### src/rtl/core/ttq_pkg.sv
`timescale 1ns / 1ps
// ----------------------------------------------------------------------------
// ttq_pkg
// Types and constants shared by the touch tap qualifier core.
// ----------------------------------------------------------------------------
package ttq_pkg;

    localparam int COORD_BITS   = 12;
    localparam int CMD_BITS     = 3;
    localparam int COUNT_BITS   = 4;
    localparam int ZONE_BITS    = 3;
    localparam int SLOP_BITS    = 8;
    localparam int TICK_BITS    = 8;
    localparam int IN_DATA_BITS = 32;
    localparam int OUT_DATA_BITS = 56;
    localparam int APB_ADDR_BITS = 4;
    localparam int APB_DATA_BITS = 32;

    typedef enum logic [CMD_BITS-1:0] {
        CMD_SAMPLE   = 3'd0,
        CMD_CAP_PUSH = 3'd1,
        CMD_CAP_POP  = 3'd2,
        CMD_APP_TAKE = 3'd3,
        CMD_SYS_TAKE = 3'd4,
        CMD_TAP_DROP = 3'd5
    } t_cmd;

    typedef enum logic [1:0] {
        REG_TAP_SLOP     = 2'd0,
        REG_HOLD_FINGERS = 2'd1,
        REG_ESCAPE_TICKS = 2'd2
    } t_reg_idx;

    localparam logic [ZONE_BITS-1:0] ZONE_NONE    = 3'd0;
    localparam logic [ZONE_BITS-1:0] ZONE_CLOSE   = 3'd1;
    localparam logic [ZONE_BITS-1:0] ZONE_BATTERY = 3'd4;

    localparam logic [SLOP_BITS-1:0]  TAP_SLOP_RST     = 8'd24;
    localparam logic [COUNT_BITS-1:0] HOLD_FINGERS_RST = 4'd4;
    localparam logic [TICK_BITS-1:0]  ESCAPE_TICKS_RST = 8'd40;
    localparam logic [TICK_BITS-1:0]  HOLD_MAX         = 8'd255;

    typedef struct packed {
        logic [SLOP_BITS-1:0]  tap_slop;
        logic [COUNT_BITS-1:0] hold_fingers;
        logic [TICK_BITS-1:0]  escape_ticks;
    } t_cfg;

    typedef struct packed {
        logic [ZONE_BITS-1:0]  bar_zone;
        logic                  fullscreen;
        logic [COORD_BITS-1:0] point_y;
        logic [COORD_BITS-1:0] point_x;
        logic [COUNT_BITS-1:0] finger_count;
    } t_item;

    typedef struct packed {
        logic                  is_captured;
        logic [COORD_BITS-1:0] tap_y;
        logic [COORD_BITS-1:0] tap_x;
        logic                  tap_valid;
        logic [COORD_BITS-1:0] touch_y;
        logic [COORD_BITS-1:0] touch_x;
        logic                  touch_down;
        logic                  escape;
        logic [ZONE_BITS-1:0]  bar_action;
        logic                  click;
    } t_result;

endpackage

### src/rtl/core/ttq_cfg_regs.sv
`timescale 1ns / 1ps
// ----------------------------------------------------------------------------
// ttq_cfg_regs
// APB register file for slop and escape hold settings.
// ----------------------------------------------------------------------------
module ttq_cfg_regs
    import ttq_pkg::*;
(
    input  logic                     i_clk,
    input  logic                     i_rst_n,
    input  logic                     psel,
    input  logic                     penable,
    input  logic                     pwrite,
    input  logic [APB_ADDR_BITS-1:0] paddr,
    input  logic [APB_DATA_BITS-1:0] pwdata,
    output logic [APB_DATA_BITS-1:0] prdata,
    output logic                     pready,
    output t_cfg                     o_cfg
);

    t_cfg       r_cfg;
    logic       wr_en;
    logic [1:0] reg_idx;

    assign pready  = 1'b1;
    assign wr_en   = psel & penable & pwrite & pready;
    assign reg_idx = paddr[3:2];

    always_ff @(posedge i_clk) begin
        if (!i_rst_n) begin
            r_cfg.tap_slop     <= TAP_SLOP_RST;
            r_cfg.hold_fingers <= HOLD_FINGERS_RST;
            r_cfg.escape_ticks <= ESCAPE_TICKS_RST;
        end else if (wr_en) begin
            unique case (reg_idx)
                REG_TAP_SLOP:     r_cfg.tap_slop     <= pwdata[SLOP_BITS-1:0];
                REG_HOLD_FINGERS: r_cfg.hold_fingers <= pwdata[COUNT_BITS-1:0];
                REG_ESCAPE_TICKS: r_cfg.escape_ticks <= pwdata[TICK_BITS-1:0];
                default: ;
            endcase
        end
    end

    always_comb begin
        unique case (reg_idx)
            REG_TAP_SLOP:     prdata = APB_DATA_BITS'(r_cfg.tap_slop);
            REG_HOLD_FINGERS: prdata = APB_DATA_BITS'(r_cfg.hold_fingers);
            REG_ESCAPE_TICKS: prdata = APB_DATA_BITS'(r_cfg.escape_ticks);
            default:          prdata = '0;
        endcase
    end

    assign o_cfg = r_cfg;

endmodule

### src/rtl/core/ttq_logic.sv
`timescale 1ns / 1ps
// ----------------------------------------------------------------------------
// ttq_logic
// Tap qualification state and per-word result logic.
// ----------------------------------------------------------------------------
module ttq_logic
    import ttq_pkg::*;
#(
    parameter int MAX_CAPTURE_DEPTH = 15
) (
    input  logic    i_clk,
    input  logic    i_rst_n,
    input  logic    i_en,
    input  t_cmd    i_cmd,
    input  t_item   i_item,
    input  t_cfg    i_cfg,
    output t_result o_res
);

    localparam int DEPTH_BITS = (MAX_CAPTURE_DEPTH < 2) ? 1 : $clog2(MAX_CAPTURE_DEPTH + 1);
    localparam logic [DEPTH_BITS-1:0] MaxDepth = DEPTH_BITS'(MAX_CAPTURE_DEPTH);

    logic                  r_was_down,  n_was_down;
    logic [COORD_BITS-1:0] r_last_x,    n_last_x;
    logic [COORD_BITS-1:0] r_last_y,    n_last_y;
    logic [ZONE_BITS-1:0]  r_last_zone, n_last_zone;
    logic [COORD_BITS-1:0] r_press_x,   n_press_x;
    logic [COORD_BITS-1:0] r_press_y,   n_press_y;
    logic                  r_tap_pend,  n_tap_pend;
    logic [COORD_BITS-1:0] r_pend_x,    n_pend_x;
    logic [COORD_BITS-1:0] r_pend_y,    n_pend_y;
    logic [DEPTH_BITS-1:0] r_depth,     n_depth;
    logic [TICK_BITS-1:0]  r_hold,      n_hold;

    logic                  down;
    logic                  hold_arm;
    logic [TICK_BITS-1:0]  hold_inc;
    logic [COORD_BITS-1:0] dx;
    logic [COORD_BITS-1:0] dy;
    logic [COORD_BITS-1:0] slop;
    logic                  in_slop;
    logic                  bar_zone_hit;
    logic                  take;
    t_result               res;

    assign down     = (i_item.finger_count != '0);
    assign hold_arm = (i_item.finger_count >= i_cfg.hold_fingers) & i_item.fullscreen;
    assign hold_inc = (r_hold < HOLD_MAX) ? r_hold + 1'b1 : r_hold;
    assign dx       = (r_last_x >= r_press_x) ? r_last_x - r_press_x : r_press_x - r_last_x;
    assign dy       = (r_last_y >= r_press_y) ? r_last_y - r_press_y : r_press_y - r_last_y;
    assign slop     = COORD_BITS'(i_cfg.tap_slop);
    assign in_slop  = (dx <= slop) & (dy <= slop);
    assign bar_zone_hit = (r_last_zone >= ZONE_CLOSE) & (r_last_zone <= ZONE_BATTERY);

    always_comb begin
        n_was_down  = r_was_down;
        n_last_x    = r_last_x;
        n_last_y    = r_last_y;
        n_last_zone = r_last_zone;
        n_press_x   = r_press_x;
        n_press_y   = r_press_y;
        n_tap_pend  = r_tap_pend;
        n_pend_x    = r_pend_x;
        n_pend_y    = r_pend_y;
        n_depth     = r_depth;
        n_hold      = r_hold;
        take        = 1'b0;
        res         = '0;

        case (i_cmd)
            CMD_SAMPLE: begin
                if (!hold_arm) begin
                    n_hold = '0;
                end else if (hold_inc >= i_cfg.escape_ticks) begin
                    n_hold     = '0;
                    res.escape = 1'b1;
                end else begin
                    n_hold = hold_inc;
                end
                if (down) begin
                    n_last_x    = i_item.point_x;
                    n_last_y    = i_item.point_y;
                    n_last_zone = (i_item.bar_zone <= ZONE_BATTERY) ? i_item.bar_zone : ZONE_NONE;
                    if (!r_was_down) begin
                        n_press_x = i_item.point_x;
                        n_press_y = i_item.point_y;
                        res.click = 1'b1;
                    end
                end else if (r_was_down && in_slop) begin
                    if ((r_depth == '0) && bar_zone_hit) begin
                        res.bar_action = r_last_zone;
                    end else begin
                        n_pend_x   = r_last_x;
                        n_pend_y   = r_last_y;
                        n_tap_pend = 1'b1;
                    end
                end
                n_was_down = down;
            end
            CMD_CAP_PUSH: begin
                if (r_depth < MaxDepth) n_depth = r_depth + 1'b1;
                n_tap_pend = 1'b0;
            end
            CMD_CAP_POP: begin
                if (r_depth != '0) n_depth = r_depth - 1'b1;
                n_tap_pend = 1'b0;
            end
            CMD_APP_TAKE: take = (r_depth == '0);
            CMD_SYS_TAKE: take = 1'b1;
            CMD_TAP_DROP: n_tap_pend = 1'b0;
            default: ;
        endcase

        if (take && r_tap_pend) begin
            res.tap_valid = 1'b1;
            res.tap_x     = r_pend_x;
            res.tap_y     = r_pend_y;
            n_tap_pend    = 1'b0;
        end

        if (n_depth == '0) begin
            res.touch_down = n_was_down;
            res.touch_x    = n_last_x;
            res.touch_y    = n_last_y;
        end
        res.is_captured = (n_depth != '0);
    end

    always_ff @(posedge i_clk) begin
        if (!i_rst_n) begin
            r_was_down  <= 1'b0;
            r_last_x    <= '0;
            r_last_y    <= '0;
            r_last_zone <= ZONE_NONE;
            r_press_x   <= '0;
            r_press_y   <= '0;
            r_tap_pend  <= 1'b0;
            r_pend_x    <= '0;
            r_pend_y    <= '0;
            r_depth     <= '0;
            r_hold      <= '0;
        end else if (i_en) begin
            r_was_down  <= n_was_down;
            r_last_x    <= n_last_x;
            r_last_y    <= n_last_y;
            r_last_zone <= n_last_zone;
            r_press_x   <= n_press_x;
            r_press_y   <= n_press_y;
            r_tap_pend  <= n_tap_pend;
            r_pend_x    <= n_pend_x;
            r_pend_y    <= n_pend_y;
            r_depth     <= n_depth;
            r_hold      <= n_hold;
        end
    end

    assign o_res = res;

endmodule

### src/rtl/core/touch_tap_qualifier_core.sv
`timescale 1ns / 1ps
// ----------------------------------------------------------------------------
// touch_tap_qualifier_core
// Touch tap qualifier: press click, slop-qualified taps, bar actions,
// capture nesting and a multi-finger escape hold.
// Throughput: one word per cycle while the result stream is not stalled; the
//   state update sits between the input register and the result register.
// Reset: synchronous, active low; clears all tracking state and restores
//   register defaults (slop 24, escape fingers 4, escape ticks 40).
// ----------------------------------------------------------------------------
module touch_tap_qualifier_core
    import ttq_pkg::*;
#(
    parameter int MAX_CAPTURE_DEPTH = 15
) (
    input  logic                     i_clk,
    input  logic                     i_rst_n,
    input  logic                     i_s_tvalid,
    output logic                     o_s_tready,
    // finger_count, point_x, point_y, fullscreen, bar_zone
    input  logic [IN_DATA_BITS-1:0]  i_s_tdata,
    // cmd
    input  logic [CMD_BITS-1:0]      i_s_tuser,
    output logic                     o_m_tvalid,
    input  logic                     i_m_tready,
    // click, bar_action, escape, touch_down, touch_x, touch_y, tap_valid,
    // tap_x, tap_y, is_captured
    output logic [OUT_DATA_BITS-1:0] o_m_tdata,
    input  logic                     psel,
    input  logic                     penable,
    input  logic                     pwrite,
    input  logic [APB_ADDR_BITS-1:0] paddr,
    input  logic [APB_DATA_BITS-1:0] pwdata,
    output logic [APB_DATA_BITS-1:0] prdata,
    output logic                     pready
);

    t_cfg                    cfg;
    logic                    r_in_vld;
    logic [IN_DATA_BITS-1:0] r_in_data;
    logic [CMD_BITS-1:0]     r_in_cmd;
    logic                    r_out_vld;
    t_result                 r_out;
    t_result                 res;
    t_item                   item;
    logic                    advance;

    ttq_cfg_regs u_cfg (
        .i_clk   (i_clk),
        .i_rst_n (i_rst_n),
        .psel    (psel),
        .penable (penable),
        .pwrite  (pwrite),
        .paddr   (paddr),
        .pwdata  (pwdata),
        .prdata  (prdata),
        .pready  (pready),
        .o_cfg   (cfg)
    );

    assign advance    = r_in_vld & (~r_out_vld | i_m_tready);
    assign o_s_tready = ~r_in_vld | advance;
    assign item       = t_item'(r_in_data[$bits(t_item)-1:0]);

    ttq_logic #(
        .MAX_CAPTURE_DEPTH (MAX_CAPTURE_DEPTH)
    ) u_logic (
        .i_clk   (i_clk),
        .i_rst_n (i_rst_n),
        .i_en    (advance),
        .i_cmd   (t_cmd'(r_in_cmd)),
        .i_item  (item),
        .i_cfg   (cfg),
        .o_res   (res)
    );

    always_ff @(posedge i_clk) begin
        if (!i_rst_n) begin
            r_in_vld <= 1'b0;
        end else if (o_s_tready) begin
            r_in_vld <= i_s_tvalid;
        end
    end

    always_ff @(posedge i_clk) begin
        if (i_s_tvalid && o_s_tready) begin
            r_in_data <= i_s_tdata;
            r_in_cmd  <= i_s_tuser;
        end
    end

    always_ff @(posedge i_clk) begin
        if (!i_rst_n) begin
            r_out_vld <= 1'b0;
        end else if (advance) begin
            r_out_vld <= 1'b1;
        end else if (i_m_tready) begin
            r_out_vld <= 1'b0;
        end
    end

    always_ff @(posedge i_clk) begin
        if (advance) begin
            r_out <= res;
        end
    end

    assign o_m_tvalid = r_out_vld;
    assign o_m_tdata  = OUT_DATA_BITS'(r_out);

    a_captured_hides_touch: assert property (@(posedge i_clk) disable iff (!i_rst_n)
        (r_out_vld && r_out.is_captured) |->
            (!r_out.touch_down && r_out.touch_x == '0 && r_out.touch_y == '0
             && r_out.bar_action == ZONE_NONE))
        else $error("captured result exposes touch or bar action");

    a_click_is_down: assert property (@(posedge i_clk) disable iff (!i_rst_n)
        (r_out_vld && r_out.click) |-> (r_out.touch_down || r_out.is_captured))
        else $error("click without finger down");

    a_take_excludes_sample: assert property (@(posedge i_clk) disable iff (!i_rst_n)
        (r_out_vld && r_out.tap_valid) |->
            (!r_out.click && !r_out.escape && r_out.bar_action == ZONE_NONE))
        else $error("tap take result carries sample events");

    a_stalled_result_holds: assert property (@(posedge i_clk) disable iff (!i_rst_n)
        (r_out_vld && !i_m_tready) |=> (r_out_vld && $stable(r_out)))
        else $error("stalled result changed");

endmodule

### config.mk
export PLATFORM = sky130hd
export DESIGN_NAME = touch_tap_qualifier_core
export DESIGN_NICKNAME = d
export VERILOG_FILES = /design/src/rtl/core/ttq_pkg.sv /design/src/rtl/core/ttq_cfg_regs.sv /design/src/rtl/core/ttq_logic.sv /design/src/rtl/core/touch_tap_qualifier_core.sv
export SDC_FILE = /design/constraint.sdc
export NUM_CORES = 1
export LEC_CHECK = 0
export BUFFER_PORTS_ARGS = -buffer_cell sky130_fd_sc_hd__buf_2
export CAP_MARGIN = 20
export CORE_ASPECT_RATIO = 1.25
export CORE_MARGIN = 5
export CORE_UTILIZATION = 45
export DETAILED_ROUTE_END_ITERATION = 8
export GPL_TIMING_DRIVEN = 0
export PLACE_DENSITY = 0.73
export SLEW_MARGIN = 40
export SYNTH_ARGS = -nofsm -noshare
export SYNTH_HDL_FRONTEND = slang
export SYNTH_SLANG_ARGS = --single-unit
### constraint.sdc
create_clock -name i_clk -period 5.9 [get_ports i_clk]
set_clock_uncertainty 0.1 [all_clocks]
set_input_delay 0 -clock i_clk [delete_from_list [all_inputs] [get_ports i_clk]]
set_output_delay 0 -clock i_clk [all_outputs]
set_load 0.05 [all_outputs]
### Yosys cells after proc, flatten, opt, wreduce, memory -nomap -nowiden

Index checks and enable logic that the tools add are counted.

* register bits: 202
* bits of input ports: 78
* output and inout bits: 91
* logic and storage cells: 122

* $add $sub $neg: 7
* order comparisons: 11
* equality and inequality tests: 10
* muxes and demuxes: 26
* bitwise operators: 15
* reductions and logical operators: 25

Operators by type and width (count)
* 2-to-1 mux 12 bit: 6
* subtractor 12 bit: 4
* >= comparator 12 bit: 2
* less-or-equal comparator 12 x 8 -> 1 bit: 2
* 2-to-1 mux 8 bit: 3
* case mux 8 bit (3 select lines): 1
* AND reduction 2 bit: 6
* nonzero test 4 bit: 3
* 2-to-1 mux 1 bit: 10
* AND reduction 5 bit: 2
* adder 8 x 1 -> 8 bit, second input constant: 1
* >= comparator 8 bit: 1
* zero test 4 bit: 2
* less-than comparator 8 bit, second input constant: 1
* 2-to-1 mux 4 bit: 2
* case mux 4 bit (2 select lines): 1
* inverter 1 bit: 7
* AND 1 bit: 6
* equality test 3 x 2 -> 1 bit, second input constant: 2
* equality test 3 bit, second input constant: 2
* less-or-equal comparator 3 bit, second input constant: 2
* != test 3 bit, second input constant: 2
* adder 4 x 1 -> 4 bit, second input constant: 1
* >= comparator 4 bit: 1
* other kinds (19): 24

### Logic depth before layout (Yosys ltp)

* word-level depth: 9
* gate-level depth with buffers: 24
* depth with buffers taken out: 21

### Cells and area by module

A second synthesis with hierarchy kept.

* cell total of the unflattened synthesis: 1213
* area, all modules: 11289.6 µm²

Modules (own cells, without submodules)
* ttq_logic: times used 1, cells each 980, area each 7299.5 µm², seq. area each 1781.7 µm²
* touch_tap_qualifier_core: times used 1, cells each 100, area each 2836.5 µm², seq. area each 2772.7 µm²
* ttq_cfg_regs: times used 1, cells each 133, area each 1153.6 µm², seq. area each 400.4 µm²

### Worst setup path before layout

OpenSTA, ideal clock, no wires.

* path type: register to register
* from: reg u_logic.r_press_y[10]
* to: reg u_logic.r_pend_x[10]
* library setup time: 0.132 ns
* data arrival time: 4.499 ns
* required time: 5.668 ns
* slack: 1.169 ns
* stages on the path, launching flop included: 21
* path buffers: 3
* clock period less this slack: 4.731 ns
* path through: dfxtp_1 inv_1 ha_1 nand2_2 or4_4 a2bb2oi_2 nand2_2 buf_1 mux2_2 a21oi_1 xnor2_1 ha_1 nand4_1 or3_1 a211oi_1 nand4b_1 nand4bb_1 buf_4 buf_4 o31ai_1 a21oi_1

* longest elaborated chain between the ends: 6
* elaborated cells between the ends (all ways): 8
* those cells by class: add/sub (2); order compare (2); mux (1); bitwise (1); reduce/logical (2)

RTL lines
* start, declared: RTL line ttq_logic.sv:28 `logic [COORD_BITS-1:0] r_press_y, n_press_y;`
* start signal, assigned: RTL line ttq_logic.sv:148 `r_press_y <= n_press_y;`
* subtractor 12 bit / >= comparator 12 bit (equally long branches): RTL line ttq_logic.sv:50 `assign dy = (r_last_y >= r_press_y) ? r_last_y - r_press_y : r_press_y - r_last_y;`
* 2-to-1 mux 12 bit (*): RTL line ttq_logic.sv:50
* less-or-equal comparator 12 x 8 -> 1 bit (*): RTL line ttq_logic.sv:52 `assign in_slop = (dx <= slop) & (dy <= slop);`
* AND 1 bit (*): RTL line ttq_logic.sv:52
* logical AND 1 bit (*): RTL line ttq_logic.sv:89 `end else if (r_was_down && in_slop) begin`
* AND reduction 5 bit (no line) (*)
* end signal, assigned: RTL line ttq_logic.sv:150 `r_pend_x <= n_pend_x;`
* end, declared: RTL line ttq_logic.sv:30 `logic [COORD_BITS-1:0] r_pend_x, n_pend_x;`

Every way passes the cells marked *; elsewhere a longest branch is shown, timed or not.
A chain may end at the register's enable or synchronous reset.

### Final worst setup path

* from: reg u_logic.r_last_y[0]
* to: reg u_logic.r_pend_y[1]

* longest elaborated chain between the ends: 6
* elaborated cells between the ends (all ways): 8
* those cells by class: add/sub (2); order compare (2); mux (1); bitwise (1); reduce/logical (2)

RTL lines
* start, declared: RTL line ttq_logic.sv:25 `logic [COORD_BITS-1:0] r_last_y, n_last_y;`
* start signal, assigned: RTL line ttq_logic.sv:145 `r_last_y <= n_last_y;`
* subtractor 12 bit / >= comparator 12 bit (equally long branches): RTL line ttq_logic.sv:50
* 2-to-1 mux 12 bit (*): RTL line ttq_logic.sv:50
* less-or-equal comparator 12 x 8 -> 1 bit (*): RTL line ttq_logic.sv:52
* AND 1 bit (*): RTL line ttq_logic.sv:52
* logical AND 1 bit (*): RTL line ttq_logic.sv:89
* AND reduction 5 bit (no line) (*)
* end signal, assigned: RTL line ttq_logic.sv:151 `r_pend_y <= n_pend_y;`
* end, declared: RTL line ttq_logic.sv:31 `logic [COORD_BITS-1:0] r_pend_y, n_pend_y;`

Marks and branches as above.

==> results.yml <==
cells_and_area:
  antennaDiodeCount: 0
  fillers: 2283
  drive_gt1_frac: 0.153
  syn2layout_area_growth_pct: 21.4
  final_cell_mix: "nand2_1, a21oi_1, buf_2, dfxtp_1, edfxtp_1"
  final_area_mm2: 0.0138
  final_nets: 1644
  final_common_cell: "nand2_1"
placed_design:
  place_area_mm2: 0.0125
  portBuffers: 116
  gp_congestion: 0.940
  dp_hpwl_mm: 23.2
timing:
  fin_tns_setup_ns: 0
  slew_viol_final: 0
  rsz0062_at_grt: "false"
  fin_hold_ws_ns: 0.0993
  finalSetupViolCount: 0
  period_share: 0.949
  tightest_slew_ns: 0.839
  max_clock_freq_ghz: 0.179
  post-route-min-period_ns: 5.60
  hold_viol_final: 0
  relSlewSlack: 0.436
cts:
  cts_sinks: 202
  cts-root-buf: "clkbuf_16"
  clk_latency_ns: 0.51
  cts_buffers: 21
  cts_tree: "done"
  cts.clk_slew.worst_paths_ns: 0.06
  ctsHtreeMaxLevel: 1
  cts.path.max_buffers: 3
worst_setup_path:
  crit_start: "u_logic.r_last_y[0]"
  rr_worst_depth: 22
  rr_startpoint: "u_logic.r_last_y[0]"
  endpoint_kind: "register"
  crit_type: "reg2reg"
  worstPathArrival_ns: 5.87
  r2r_slack_ns: 0.30
  path_max_fanout: 10
  cp-start-kind: "register"
  r2r_end: "u_logic.r_pend_y[1]"
  cp.required_ns: 6.17
global_route:
  grt_pass1_vias: 9654
  grt_use_total: 0.211
  antenna_found_initial: 0
  grt.overflow.total: 0
  grt_pass1_wl_mm: 49.8
  grt_start_max_net_pins: 42
pwr:
  peakVddDrop_mv: 0.239
  p_int_w: 0.00244
  p_sw_w: 0.000961
  power.leakage_nw: 5.52
  p_sw_frac: 0.282
  p_per_area_mw_per_mm2: 247
  clkPwrFrac: 0.381
  p_comb_frac: 0.170
  pwr-share-seq: 0.449
drt:
  first_iter_violations: 614
  dr.pass1.iters: 7
  viasPerCell: 5.33
  wl_per_cell_um: 16.9
  final_antenna_net_count: 0
  remaining_drc_errors: 0
  vias: 9775
  wirelength_mm: 31.0
floorplanning:
  io_pins: 169
  core_area_mm2: 0.0250
  fp.dieW_um: 152
  die_h_um: 188
  initial_core_util: 0.453
  die_area_mm2: 0.0285
  rows: 65
worst_hold_path:
  min_from: "i_s_tdata[7]"
  holdPathEnd: "item[7]"
  min_path_type: "in2reg"
  min_path_cells: 2
synth:
  ys_seq_area_frac: 0.437
  synth_ff_type: "dfxtp_1"
  synth_top_area_frac: 0.241
  ys_ff_latch: 202
  async_flop_share: 0
  avgSynthCellArea_um2: 8.99
  synth_cell_type_count: 77
  synth.largest_area_cell: "edfxtp_1"
  ys_warn_count: 0
  synth_edf_count: 91
  ys_top_cells_by_area: "edfxtp_1, dfxtp_1, ha_1, a21oi_1, nand2_1"
  syn_inst: 1262
  syn_area_mm2: 0.0113
flow_run:
  maxCapViolations: 0
outcome:
  status: "finished, final reports clean"
[flip-flops by register name (all words and copies together), names as in the netlist]
| signal | count |
|---|---|
| o_m_tdata | 56 |
| item | 32 |
| u_cfg.o_cfg | 20 |
| u_logic.r_last_x | 12 |
| u_logic.r_last_y | 12 |
| u_logic.r_pend_x | 12 |
| u_logic.r_pend_y | 12 |
| u_logic.r_press_x | 12 |
| u_logic.r_press_y | 12 |
| u_logic.r_hold | 8 |
| u_logic.r_depth | 4 |
| r_in_cmd | 3 |
| u_logic.r_last_zone | 3 |
| o_m_tvalid | 1 |
| r_in_vld | 1 |
| u_logic.r_tap_pend | 1 |
| u_logic.r_was_down | 1 |
[cell usage after synthesis, types with 30 or more instances]
master	count
dfxtp_1	111
nand4_1	35
o21ai_0	36
nor2_1	62
clkbuf_1	41
inv_1	87
edfxtp_1	91
a21oi_1	168
nand2_1	210
mux2i_1	36
ha_1	77
buf_4	30
[critical path, stage by stage (launching register included)]
cell and delay [ns]:
dfxtp_1 0.39, inv_1 0.09, ha_1 0.16, inv_1 0.06, fa_1 0.47, a21o_2 0.26, a211oi_4 0.34, a2bb2oi_4 0.24
nand2_2 0.17, buf_4 0.26, mux2_2 0.30, a21oi_1 0.18, xnor2_1 0.12, ha_1 0.33, nand4_1 0.12, or3_1 0.43
a211oi_4 0.31, nand4b_1 0.19, nand4bb_1 0.23, buf_4 0.19, buf_4 0.17, o31ai_1 0.27, a21oi_1 0.11
[per-stage QoR]
stage / utilization / setup WS, ns / cells / total power, W
6_report: 0.550 / 0.300 / 1835 / 0.00341
5_1_grt: 0.550 / 0.0162 / 1835 / 0.00354
4_1_cts: 0.547 / 0.0146 / 1833 / 0.00341
3_5_place_dp: 0.498 / 0.0661 / 1738 / 0.00209
3_3_place_gp: 0.496 / 0.129 / 1736 / 0.00208
2_1_floorplan: - / 1.17 / 1285 / 0.00195
[metal layers]
metal	GRT usage	up-vias	wire length (µm)
met3	0.0261	66	1560
li1	-	4823	-
met5	0	-	0
met1	0.256	4590	12700
met2	0.384	296	15700
met4	0.0730	0	1090
[cell type report]
type	count	area (µm²)	area share
clock inverters	12	115	0.00836
repair buffers	177	1190	0.0867
plain buffers	93	548	0.0398
inverters	88	333	0.0242
well taps	335	419	0.0304
multi-input cells	902	5660	0.411
clock buffers	26	544	0.0395
flip-flops and latches	202	4960	0.360
[worst max path at each step]
stage	to	slack (ns)	depth (start not counted)
5_1_grt	u_logic.r_pend_y[6]	0.02	22
6_report	u_logic.r_pend_y[1]	0.30	22
2_1_floorplan	u_logic.r_pend_x[10]	1.17	20
3_3_place_gp	u_logic.r_pend_y[10]	0.13	22
3_5_place_dp	u_logic.r_pend_y[6]	0.07	22
4_1_cts	u_logic.r_pend_y[1]	0.01	22
[power by group through the flow]
| stage | clock network [W] | registers [W] | logic, W |
|---|---|---|---|
| 2_1_floorplan | 0 | 0.00161 | 0.000345 |
| 3_3_place_gp | 0 | 0.00156 | 0.000523 |
| 3_5_place_dp | 0 | 0.00156 | 0.000533 |
| 4_1_cts | 0.00132 | 0.00153 | 0.000563 |
| 5_1_grt | 0.00138 | 0.00153 | 0.000629 |
| 6_report | 0.00130 | 0.00153 | 0.000579 |
[logic make-up (layout without fill, tap and decap cells)]
family	after synthesis	in the layout	synth area share
simple gates	425	425	0.177
compound gates	309	309	0.164
flops	202	202	0.437
buf+inv	181	396	0.0770
fa+ha+maj	81	81	0.0920
mux	40	40	0.0357
xor+xnor	22	22	0.0170
other cells	2	25	0.000662
[timing repair]
| action | in CTS | in global routing |
|---|---|---|
| hold buffers | 57 | 0 |
| setup endpoints to repair | 0 | 28 |
| gates resized for setup | 0 | 15 |
| buffers inserted | 0 | 2 |
| endpoints found under the hold margin | 63 | 0 |
Power figures use the tool's default switching activity.
